--- src/hw/rtl/assert_macros.svh ---
// Assertion helpers for the RTL files.
// Every property is clocked on the rising edge and is disabled while reset is low.
`ifndef ASSERT_MACROS_SVH
`define ASSERT_MACROS_SVH
`ifndef SYNTHESIS
`define ARP_ASSERT(label, clk, rst_n, prop) \
    label: assert property (@(posedge clk) disable iff (!rst_n) (prop)) \
        else $error("%m: assertion failed");
`define ARP_ASSERT_IMPL(label, clk, rst_n, lhs, rhs) \
    label: assert property (@(posedge clk) disable iff (!rst_n) (lhs) |-> (rhs)) \
        else $error("%m: assertion failed");
`define ARP_ASSERT_NEXT(label, clk, rst_n, lhs, rhs) \
    label: assert property (@(posedge clk) disable iff (!rst_n) (lhs) |=> (rhs)) \
        else $error("%m: assertion failed");
`else
`define ARP_ASSERT(label, clk, rst_n, prop)
`define ARP_ASSERT_IMPL(label, clk, rst_n, lhs, rhs)
`define ARP_ASSERT_NEXT(label, clk, rst_n, lhs, rhs)
`endif
`endif

--- src/hw/rtl/arp_pkg.sv ---
package arp_pkg;

    // Request codes carried in s_tuser.
    typedef logic [1:0] req_t;
    localparam req_t REQ_LOOKUP = 2'd0;
    localparam req_t REQ_INSERT = 2'd1;
    localparam req_t REQ_SWEEP  = 2'd2;

    // Configuration register indexes.
    typedef logic [1:0] cfg_idx_t;
    localparam cfg_idx_t CFG_LOCAL_IP    = 2'd0;
    localparam cfg_idx_t CFG_SUBNET_MASK = 2'd1;
    localparam cfg_idx_t CFG_LIVE_SEC    = 2'd2;

    localparam int IP_W    = 32;
    localparam int MAC_W   = 48;
    localparam int STAMP_W = 32;
    localparam int LIVE_W  = 16;

    // Slot word in the RAM: ip in the low bits, then mac, then stamp.
    localparam int RAM_W = IP_W + MAC_W + STAMP_W;

    localparam int MS_PER_SECOND = 1000;
    localparam int LIVE_RESET    = 60;

    // Expiry threshold in ms: live_seconds * 1000 + 999, at most 65535999.
    localparam int THRESH_W = 26;

    typedef enum logic [2:0] {
        ST_IDLE,
        ST_SCAN,
        ST_DRAIN,
        ST_WRITE,
        ST_DONE
    } state_t;

    // Result of the shared slot compare unit.
    typedef struct packed {
        logic               ip_eq;
        logic               older;
        logic               expired;
        logic [STAMP_W-1:0] age;
    } cmp_res_t;

endpackage

--- src/hw/rtl/arp_ram.sv ---
module arp_ram #(
    parameter int WIDTH = 8,
    parameter int DEPTH = 8
) (
    input  logic                                      aclk,
    input  logic                                      we,
    input  logic [(DEPTH > 1 ? $clog2(DEPTH) : 1)-1:0] waddr,
    input  logic [WIDTH-1:0]                          wdata,
    input  logic [(DEPTH > 1 ? $clog2(DEPTH) : 1)-1:0] raddr,
    output logic [WIDTH-1:0]                          rdata
);

    logic [WIDTH-1:0] mem [DEPTH];
    logic [WIDTH-1:0] rdata_reg;

    always_ff @(posedge aclk) begin
        if (we) begin
            mem[waddr] <= wdata;
        end
        rdata_reg <= mem[raddr];
    end

    assign rdata = rdata_reg;

endmodule

--- src/hw/rtl/arp_cmp.sv ---
module arp_cmp (
    input  logic [arp_pkg::IP_W-1:0]     slot_ip,
    input  logic [arp_pkg::STAMP_W-1:0]  slot_stamp,
    input  logic [arp_pkg::IP_W-1:0]     addr,
    input  logic [arp_pkg::STAMP_W-1:0]  now_ms,
    input  logic [arp_pkg::THRESH_W-1:0] thresh,
    input  logic [arp_pkg::STAMP_W-1:0]  best_age,
    output arp_pkg::cmp_res_t            res
);

    logic [arp_pkg::STAMP_W-1:0] age;

    // Age wraps modulo 2^32, as the millisecond clock does.
    assign age = now_ms - slot_stamp;

    always_comb begin
        res.ip_eq   = (slot_ip == addr);
        res.older   = (best_age <= age);
        res.expired = (age > arp_pkg::STAMP_W'(thresh));
        res.age     = age;
    end

endmodule

--- src/hw/rtl/arp_cache_table.sv ---
// ARP cache: maps IPv4 addresses to MAC addresses over ENTRIES slots.
// Input channel s_*: one item per request. s_tuser carries the request kind
// (lookup, insert, age sweep); s_tdata carries addr, new_mac and now_ms.
// Output channel m_*: exactly one result item per request. m_tuser[0] is the
// hit flag and m_tdata holds the resolved MAC, zero when there is no hit.
// Configuration channel cfg_*: index 0 local_ip, 1 subnet_mask, 2 live_seconds.
// It is always ready and is meant to be written while the block is idle.
// From acceptance, a non-broadcast lookup or a sweep walks the slots in SCAN,
// then passes DRAIN and DONE; an insert into a full table does the same with
// WRITE between DRAIN and DONE; an insert into a free slot goes through WRITE
// and DONE; a broadcast lookup or an unused code goes straight to DONE.
// The rate is set by the single read port of the slot RAM, which walks one
// slot per cycle into one shared compare unit; one item is handled at a time.
// The sequencer is back in idle in the same cycle in which the result appears,
// so the next item can be accepted in that cycle.
// s_tready is high only while the sequencer is idle. A finished result sits in
// the output register, so the next item can be accepted while m_tready is low;
// that item then holds in its final state until the output register frees up.
// After reset every slot is invalid, local_ip and subnet_mask are zero and
// live_seconds is 60; the slot RAM itself is not cleared.
`include "assert_macros.svh"

module arp_cache_table #(
    parameter int ENTRIES = 8
) (
    input  logic         aclk,
    input  logic         aresetn,

    input  logic         s_tvalid,
    output logic         s_tready,
    input  logic [111:0] s_tdata,   // addr[31:0], new_mac[79:32], now_ms[111:80]
    input  logic [1:0]   s_tuser,   // req_type[1:0]

    output logic         m_tvalid,
    input  logic         m_tready,
    output logic [47:0]  m_tdata,   // found_mac[47:0]
    output logic [0:0]   m_tuser,   // hit[0]

    input  logic         cfg_valid,
    output logic         cfg_ready,
    input  logic [1:0]   cfg_index,
    input  logic [31:0]  cfg_data
);

    localparam int IDX_W = (ENTRIES > 1) ? $clog2(ENTRIES) : 1;
    localparam int IP_W    = arp_pkg::IP_W;
    localparam int MAC_W   = arp_pkg::MAC_W;
    localparam int STAMP_W = arp_pkg::STAMP_W;
    localparam int TH_W    = arp_pkg::THRESH_W;

    // Input payload fields.
    arp_pkg::req_t      s_req;
    logic [IP_W-1:0]    s_addr;
    logic [MAC_W-1:0]   s_mac;
    logic [STAMP_W-1:0] s_now;

    assign s_req  = s_tuser;
    assign s_addr = s_tdata[IP_W-1:0];
    assign s_mac  = s_tdata[IP_W+MAC_W-1:IP_W];
    assign s_now  = s_tdata[IP_W+MAC_W+STAMP_W-1:IP_W+MAC_W];

    // Configuration registers. live_seconds is kept as its expiry threshold
    // in milliseconds, so the sweep compares the raw age without a divider.
    logic [IP_W-1:0] local_ip_reg;
    logic [IP_W-1:0] subnet_mask_reg;
    logic [TH_W-1:0] thresh_reg;
    logic [TH_W-1:0] thresh_cfg;

    assign cfg_ready  = 1'b1;
    assign thresh_cfg = TH_W'(cfg_data[arp_pkg::LIVE_W-1:0]) * TH_W'(arp_pkg::MS_PER_SECOND)
                      + TH_W'(arp_pkg::MS_PER_SECOND - 1);

    always_ff @(posedge aclk) begin
        if (!aresetn) begin
            local_ip_reg    <= '0;
            subnet_mask_reg <= '0;
            thresh_reg      <= TH_W'(arp_pkg::LIVE_RESET * arp_pkg::MS_PER_SECOND
                                     + arp_pkg::MS_PER_SECOND - 1);
        end else if (cfg_valid && cfg_ready) begin
            unique case (cfg_index)
                arp_pkg::CFG_LOCAL_IP:    local_ip_reg    <= cfg_data;
                arp_pkg::CFG_SUBNET_MASK: subnet_mask_reg <= cfg_data;
                arp_pkg::CFG_LIVE_SEC:    thresh_reg      <= thresh_cfg;
                default: ;
            endcase
        end
    end

    // Sequencer and request registers.
    arp_pkg::state_t    state_reg, state_next;
    arp_pkg::req_t      req_reg, req_next;
    logic [IP_W-1:0]    addr_reg, addr_next;
    logic [MAC_W-1:0]   mac_in_reg, mac_in_next;
    logic [STAMP_W-1:0] now_reg, now_next;
    logic [IDX_W-1:0]   idx_reg, idx_next;
    logic               proc_valid_reg, proc_valid_next;
    logic [IDX_W-1:0]   proc_idx_reg, proc_idx_next;
    logic [IDX_W-1:0]   pick_reg, pick_next;
    logic [STAMP_W-1:0] best_age_reg, best_age_next;
    logic               res_hit_reg, res_hit_next;
    logic [MAC_W-1:0]   res_mac_reg, res_mac_next;
    logic [ENTRIES-1:0] valid_reg, valid_next;

    // Output register.
    logic               m_tvalid_reg, m_tvalid_next;
    logic               m_hit_reg, m_hit_next;
    logic [MAC_W-1:0]   m_mac_reg, m_mac_next;

    // Slot RAM and the shared compare unit.
    logic                     ram_we;
    logic [arp_pkg::RAM_W-1:0] ram_wdata;
    logic [arp_pkg::RAM_W-1:0] ram_rdata;
    logic [IP_W-1:0]          rd_ip;
    logic [MAC_W-1:0]         rd_mac;
    logic [STAMP_W-1:0]       rd_stamp;
    arp_pkg::cmp_res_t        cmp;

    assign ram_wdata = {now_reg, mac_in_reg, addr_reg};
    assign rd_ip     = ram_rdata[IP_W-1:0];
    assign rd_mac    = ram_rdata[IP_W+MAC_W-1:IP_W];
    assign rd_stamp  = ram_rdata[arp_pkg::RAM_W-1:IP_W+MAC_W];

    arp_ram #(
        .WIDTH (arp_pkg::RAM_W),
        .DEPTH (ENTRIES)
    ) u_slot_ram (
        .aclk  (aclk),
        .we    (ram_we),
        .waddr (pick_reg),
        .wdata (ram_wdata),
        .raddr (idx_reg),
        .rdata (ram_rdata)
    );

    arp_cmp u_cmp (
        .slot_ip    (rd_ip),
        .slot_stamp (rd_stamp),
        .addr       (addr_reg),
        .now_ms     (now_reg),
        .thresh     (thresh_reg),
        .best_age   (best_age_reg),
        .res        (cmp)
    );

    // Lowest-numbered free slot, used by an insert without scanning the RAM.
    logic             free_any;
    logic [IDX_W-1:0] free_idx;

    assign free_any = ~&valid_reg;

    always_comb begin
        free_idx = '0;
        for (int i = ENTRIES - 1; i >= 0; i--) begin
            if (!valid_reg[i]) begin
                free_idx = IDX_W'(i);
            end
        end
    end

    // The all-ones address and the subnet broadcast both resolve to the
    // all-ones MAC without touching the table.
    logic bcast;
    assign bcast = (s_addr == '1) || (s_addr == (local_ip_reg | ~subnet_mask_reg));

    always_comb begin
        state_next      = state_reg;
        req_next        = req_reg;
        addr_next       = addr_reg;
        mac_in_next     = mac_in_reg;
        now_next        = now_reg;
        idx_next        = idx_reg;
        proc_valid_next = 1'b0;
        proc_idx_next   = proc_idx_reg;
        pick_next       = pick_reg;
        best_age_next   = best_age_reg;
        res_hit_next    = res_hit_reg;
        res_mac_next    = res_mac_reg;
        valid_next      = valid_reg;
        m_tvalid_next   = m_tvalid_reg;
        m_hit_next      = m_hit_reg;
        m_mac_next      = m_mac_reg;
        ram_we          = 1'b0;

        // Evaluate the slot whose RAM word arrived this cycle.
        if (proc_valid_reg) begin
            case (req_reg)
                arp_pkg::REQ_LOOKUP: begin
                    // Only the first matching slot answers.
                    if (valid_reg[proc_idx_reg] && cmp.ip_eq && !res_hit_reg) begin
                        res_hit_next = 1'b1;
                        res_mac_next = rd_mac;
                    end
                end
                arp_pkg::REQ_INSERT: begin
                    // Table is full here; on equal ages the later slot wins.
                    if (cmp.older) begin
                        best_age_next = cmp.age;
                        pick_next     = proc_idx_reg;
                    end
                end
                arp_pkg::REQ_SWEEP: begin
                    if (valid_reg[proc_idx_reg] && cmp.expired) begin
                        valid_next[proc_idx_reg] = 1'b0;
                    end
                end
                default: ;
            endcase
        end

        if (m_tvalid_reg && m_tready) begin
            m_tvalid_next = 1'b0;
        end

        unique case (state_reg)
            arp_pkg::ST_IDLE: begin
                if (s_tvalid) begin
                    req_next      = s_req;
                    addr_next     = s_addr;
                    mac_in_next   = s_mac;
                    now_next      = s_now;
                    idx_next      = '0;
                    pick_next     = '0;
                    best_age_next = '0;
                    res_hit_next  = 1'b0;
                    res_mac_next  = '0;
                    case (s_req)
                        arp_pkg::REQ_LOOKUP: begin
                            if (bcast) begin
                                res_hit_next = 1'b1;
                                res_mac_next = '1;
                                state_next   = arp_pkg::ST_DONE;
                            end else begin
                                state_next = arp_pkg::ST_SCAN;
                            end
                        end
                        arp_pkg::REQ_INSERT: begin
                            if (free_any) begin
                                pick_next  = free_idx;
                                state_next = arp_pkg::ST_WRITE;
                            end else begin
                                state_next = arp_pkg::ST_SCAN;
                            end
                        end
                        arp_pkg::REQ_SWEEP: state_next = arp_pkg::ST_SCAN;
                        default:            state_next = arp_pkg::ST_DONE;
                    endcase
                end
            end
            arp_pkg::ST_SCAN: begin
                // Issue one RAM read per cycle; its word is evaluated next cycle.
                proc_valid_next = 1'b1;
                proc_idx_next   = idx_reg;
                if (idx_reg == IDX_W'(ENTRIES - 1)) begin
                    idx_next   = '0;
                    state_next = arp_pkg::ST_DRAIN;
                end else begin
                    idx_next = idx_reg + 1'b1;
                end
            end
            arp_pkg::ST_DRAIN: begin
                state_next = (req_reg == arp_pkg::REQ_INSERT) ? arp_pkg::ST_WRITE
                                                              : arp_pkg::ST_DONE;
            end
            arp_pkg::ST_WRITE: begin
                ram_we              = 1'b1;
                valid_next[pick_reg] = 1'b1;
                state_next          = arp_pkg::ST_DONE;
            end
            arp_pkg::ST_DONE: begin
                if (!m_tvalid_reg || m_tready) begin
                    m_tvalid_next = 1'b1;
                    m_hit_next    = res_hit_reg;
                    m_mac_next    = res_mac_reg;
                    state_next    = arp_pkg::ST_IDLE;
                end
            end
            default: state_next = arp_pkg::ST_IDLE;
        endcase
    end

    always_ff @(posedge aclk) begin
        if (!aresetn) begin
            state_reg      <= arp_pkg::ST_IDLE;
            proc_valid_reg <= 1'b0;
            valid_reg      <= '0;
            m_tvalid_reg   <= 1'b0;
        end else begin
            state_reg      <= state_next;
            proc_valid_reg <= proc_valid_next;
            valid_reg      <= valid_next;
            m_tvalid_reg   <= m_tvalid_next;
        end
    end

    always_ff @(posedge aclk) begin
        req_reg      <= req_next;
        addr_reg     <= addr_next;
        mac_in_reg   <= mac_in_next;
        now_reg      <= now_next;
        idx_reg      <= idx_next;
        proc_idx_reg <= proc_idx_next;
        pick_reg     <= pick_next;
        best_age_reg <= best_age_next;
        res_hit_reg  <= res_hit_next;
        res_mac_reg  <= res_mac_next;
        m_hit_reg    <= m_hit_next;
        m_mac_reg    <= m_mac_next;
    end

    assign s_tready   = (state_reg == arp_pkg::ST_IDLE);
    assign m_tvalid   = m_tvalid_reg;
    assign m_tdata    = m_mac_reg;
    assign m_tuser[0] = m_hit_reg;

    // An accepted item always moves the sequencer out of idle.
    `ARP_ASSERT_NEXT(a_accept_leaves_idle, aclk, aresetn, s_tvalid && s_tready,
                     state_reg != arp_pkg::ST_IDLE)
    // A miss never carries a MAC.
    `ARP_ASSERT_IMPL(a_miss_mac_zero, aclk, aresetn, m_tvalid_reg && !m_hit_reg,
                     m_mac_reg == '0)
    // RAM words are evaluated only while the table walk is in flight.
    `ARP_ASSERT_IMPL(a_eval_in_scan, aclk, aresetn, proc_valid_reg,
                     state_reg == arp_pkg::ST_SCAN || state_reg == arp_pkg::ST_DRAIN)
    // Slots are written only on behalf of an insert.
    `ARP_ASSERT_IMPL(a_write_on_insert, aclk, aresetn, state_reg == arp_pkg::ST_WRITE,
                     req_reg == arp_pkg::REQ_INSERT)

endmodule
--- config.mk ---
export PLATFORM = sky130hd
export DESIGN_NAME = arp_cache_table
export DESIGN_NICKNAME = d
export VERILOG_FILES = /design/src/hw/rtl/arp_pkg.sv /design/src/hw/rtl/arp_ram.sv /design/src/hw/rtl/arp_cmp.sv /design/src/hw/rtl/arp_cache_table.sv
export VERILOG_INCLUDE_DIRS = /design/src /design/src/hw/rtl
export SDC_FILE = /design/constraint.sdc
export NUM_CORES = 2
export LEC_CHECK = 0
export ABC_AREA = 1
export BUFFER_PORTS_ARGS = -buffer_cell sky130_fd_sc_hd__buf_2
export CORE_MARGIN = 2
export CORE_UTILIZATION = 60
export DETAILED_ROUTE_END_ITERATION = 8
export GPL_ROUTABILITY_DRIVEN = 0
export PLACE_DENSITY = 0.78
export SLEW_MARGIN = 25
export SYNTH_ARGS = -nofsm -noshare
export SYNTH_HDL_FRONTEND = slang
export SYNTH_SLANG_ARGS = --single-unit
--- constraint.sdc ---
create_clock -name aclk -period 7 [get_ports aclk]
set_input_delay 0.35 -clock aclk [delete_from_list [all_inputs] [get_ports aclk]]
set_output_delay 0.35 -clock aclk [all_outputs]
set_load 0.1 [all_outputs]
==> flow_summary.toml <==
[timing]
setup_ws_ns = 1.83
fin_skew_ns = 0.0366
slew_headroom_pct = 22.7
tightest_slew_ns = 1.16
hold_viol = 0
slew_viol_final = 0
setup_tns_ns = 0
finalSetupViolations = 0
final.period_utilization_pct = 73.8
min_period_ns = 5.17
rsz0062_at_grt = "no"
fmax_ghz = 0.194

[synthesis]
ys_top_cells_by_area = "edfxtp_1 56%, dfxtp_1 10%, nor2_1 6.5%, o21ai_0 5.1%, ha_1 3.2%"
syn_nets = 5484
synth-seq-cells = 1361
ys_seq_area_share_pct = 66.5
synth_top_area_share_pct = 56.1
synth_ff_type = "edfxtp_1"
netlist_instances = 5132
synthArstFlopShare_pct = 0
synth_area_per_cell_sq_um = 11.1
yosysUniqueCellTypes = 49
synth_commonest_cells = "1,065 x edfxtp_1, 985 x nor2_1, 582 x o21ai_0"
synth.most_common_cell = "edfxtp_1"
netlist_area_sq_um = 57000
synth_area_leader_cell = "edfxtp_1"
yosysWarnings = 0
synth-edff-count = 1065

[global_routing]
grt_first_pass_wirelength_microns = 206000
grt_max_degree = 245
grt_usage_pct = 27.0
antenna_found_initial = 4
grt_pass1_vias = 37406
grt.overflow.total = 0

[die]
die_w_microns = 312
core_sq_um = 94600
die_height_microns = 312
die_area_sq_um = 97500
rows = 113
io-pin-count = 205
start_util_pct = 60.3

[clock_tree]
clk_latency_ns = 0.76
clkSinkCount = 1361
root_buffer = "clkbuf_16"
clockBufferDepth = 3
clk_pin_slew_ns = 0.06
cts-htree-levels = 4
cts_tree = "done"
cts_buffers = 137

[job]
drv_cap = 0

[layout]
nets = 5769
area_delta_synth_final_pct = 13.7
drive_gt1_share_pct = 9.53
fillers = 6533
largest_reg_flops = 896

[route]
vias = 38808
routed_wl_microns = 133000
drtAntennaViolNets = 0
drcViolationCount = 0
drtIter0Drc = 4358
viasPerCell = 5.71
drt_pre_antenna_iters = 6
wl_per_cell_microns = 19.5

[critical_path]
setup.worst_path.class = "flip-flop to flip-flop"
crit_top_cell = "inv_1"
cpLargestDelayFamily = "simple AND/OR/NAND/NOR gates"
path_cells = "inv_1 -> ha_1 -> fa_1 -> o21bai_1 -> nand2_1 -> nand3_1 -> a31oi_1 -> o21bai_1 -> xor2_1 -> inv_1 -> ha_1 -> inv_1 -> nor4_2 -> and3_1 -> nand3_1 -> nand2_2 -> nand2_2 -> o211ai_1 -> nand2_1"
cp-start-kind = "flip-flop"
max_stage_delay_ns = 0.60
critPathRequiredTime_ns = 7.63
slowest_stage = "nand2_2"
worst-path-buf-inv = 3
critPathArrivalTime_ns = 5.80
critPathMaxFanout = 37
cp-end-kind = "flip-flop"

[pwr]
irDropWorstVdd_mv = 0.335
fin_total_pwr_w = 0.0255
powerDensity_nw_per_um2 = 393
p_leak_nw = 24.5

[place]
portBuffers = 203
post-place-ws_ns = 1.97
dp_hpwl_microns = 73300

[outcome]
status = "completed"

[worst_hold_path]
hp-class = "primary input to flip-flop"
metal layers:
| layer | routed length, microns | GRT usage (%) |
|---|---|---|
| met5 | 25 | 0 |
| met2 | 64200 | 44.8 |
| met4 | 4270 | 10.3 |
| met1 | 54000 | 36.3 |
| met3 | 10100 | 4.10 |
through the flow:
stage	instance area (sq um)	utilization (%)	instances	hold WS, ns
2_1_floorplan	57000	-	5132	0.408
3_3_place_gp	59100	62.5	6410	0.413
3_5_place_dp	59100	62.5	6410	0.413
4_1_cts	64800	68.5	6796	0.000908
5_1_grt	64800	68.5	6798	0.0544
6_report	64800	68.5	6798	0.0385
final cells by class:
cell class	instances	area, sq um	share of cell area, %
Antenna cell	2	5.00	0.00772
Clock buffer	179	3720	5.74
Clock inverter	74	628	0.969
Inverter	474	1800	2.78
Multi-Input combinational cell	3066	16500	25.5
Sequential cell	1361	37900	58.5
Tap cell	1265	1580	2.44
Timing Repair Buffer	377	2680	4.13
cell usage in the layout (no fill, tap or decap), types with 20 or more instances in the layout:
| cell type | netlist | layout |
|---|---|---|
| nor3_1 | 27 | 25 |
| o21ai_1 | 50 | 50 |
| fa_1 | 55 | 55 |
| dfxtp_1 | 296 | 296 |
| clkinv_2 | 0 | 20 |
| clkbuf_16 | 0 | 139 |
| clkbuf_1 | 191 | 31 |
| xnor2_1 | 33 | 33 |
| a31oi_1 | 121 | 121 |
| nand2_1 | 451 | 451 |
| clkinv_1 | 3 | 30 |
| nor2_1 | 985 | 975 |
| o21ai_0 | 582 | 582 |
| nand4_1 | 31 | 31 |
| xor2_1 | 52 | 52 |
| buf_4 | 1 | 39 |
| o22ai_1 | 117 | 117 |
| buf_2 | 10 | 203 |
| ha_1 | 144 | 144 |
| a21oi_1 | 211 | 211 |
| nand3_1 | 85 | 84 |
| inv_1 | 459 | 458 |
| edfxtp_1 | 1065 | 1065 |
| dlygate4sd3_1 | 0 | 133 |
worst min-delay path, stage by stage:
cell and delay (ns):
buf_2 0.12, o211ai_1 0.21, nor3_1 0.06
worst paths after layout:
kind                       end  slack, ns  depth (start not counted)             from
setup / recovery   pick_reg[1]       1.83                         19       now_reg[0]
hold / removal    state_reg[1]       0.04                          3         s_tvalid
setup reg to reg   pick_reg[1]       1.83                         19       now_reg[0]
hold reg to reg    m_tdata[32]       0.43                          0  res_mac_reg[32]
cell families (layout without fill, tap and decap cells):
family                   count (synthesis)  after routing  share of synthesized area, %
AO/OA/AOI/OAI                         1123           1123                          10.6
XOR/XNOR                                86             86                          1.33
adder cells (fa/ha/maj)                199            199                          5.09
buffers and inverters                  705           1104                          4.71
flip-flops                            1361           1361                          66.5
other                                    1              3                       0.00658
AND/OR/NAND/NOR                       1657           1657                          11.7
power by group:
group	internal [W]	total, W	switching (W)	leakage [nW]
logic	0.00263	0.00829	0.00566	10.3
clock network	0.00397	0.00705	0.00308	2.11
registers	0.00962	0.0101	0.000513	12.1
timing repair:
action                    in CTS  in global routing
hold endpoints to repair     152                  0
hold buffers                 133                  0
setup buffers                  0                  0
gates resized for setup        0                  0
Power figures use the tool's default switching activity.
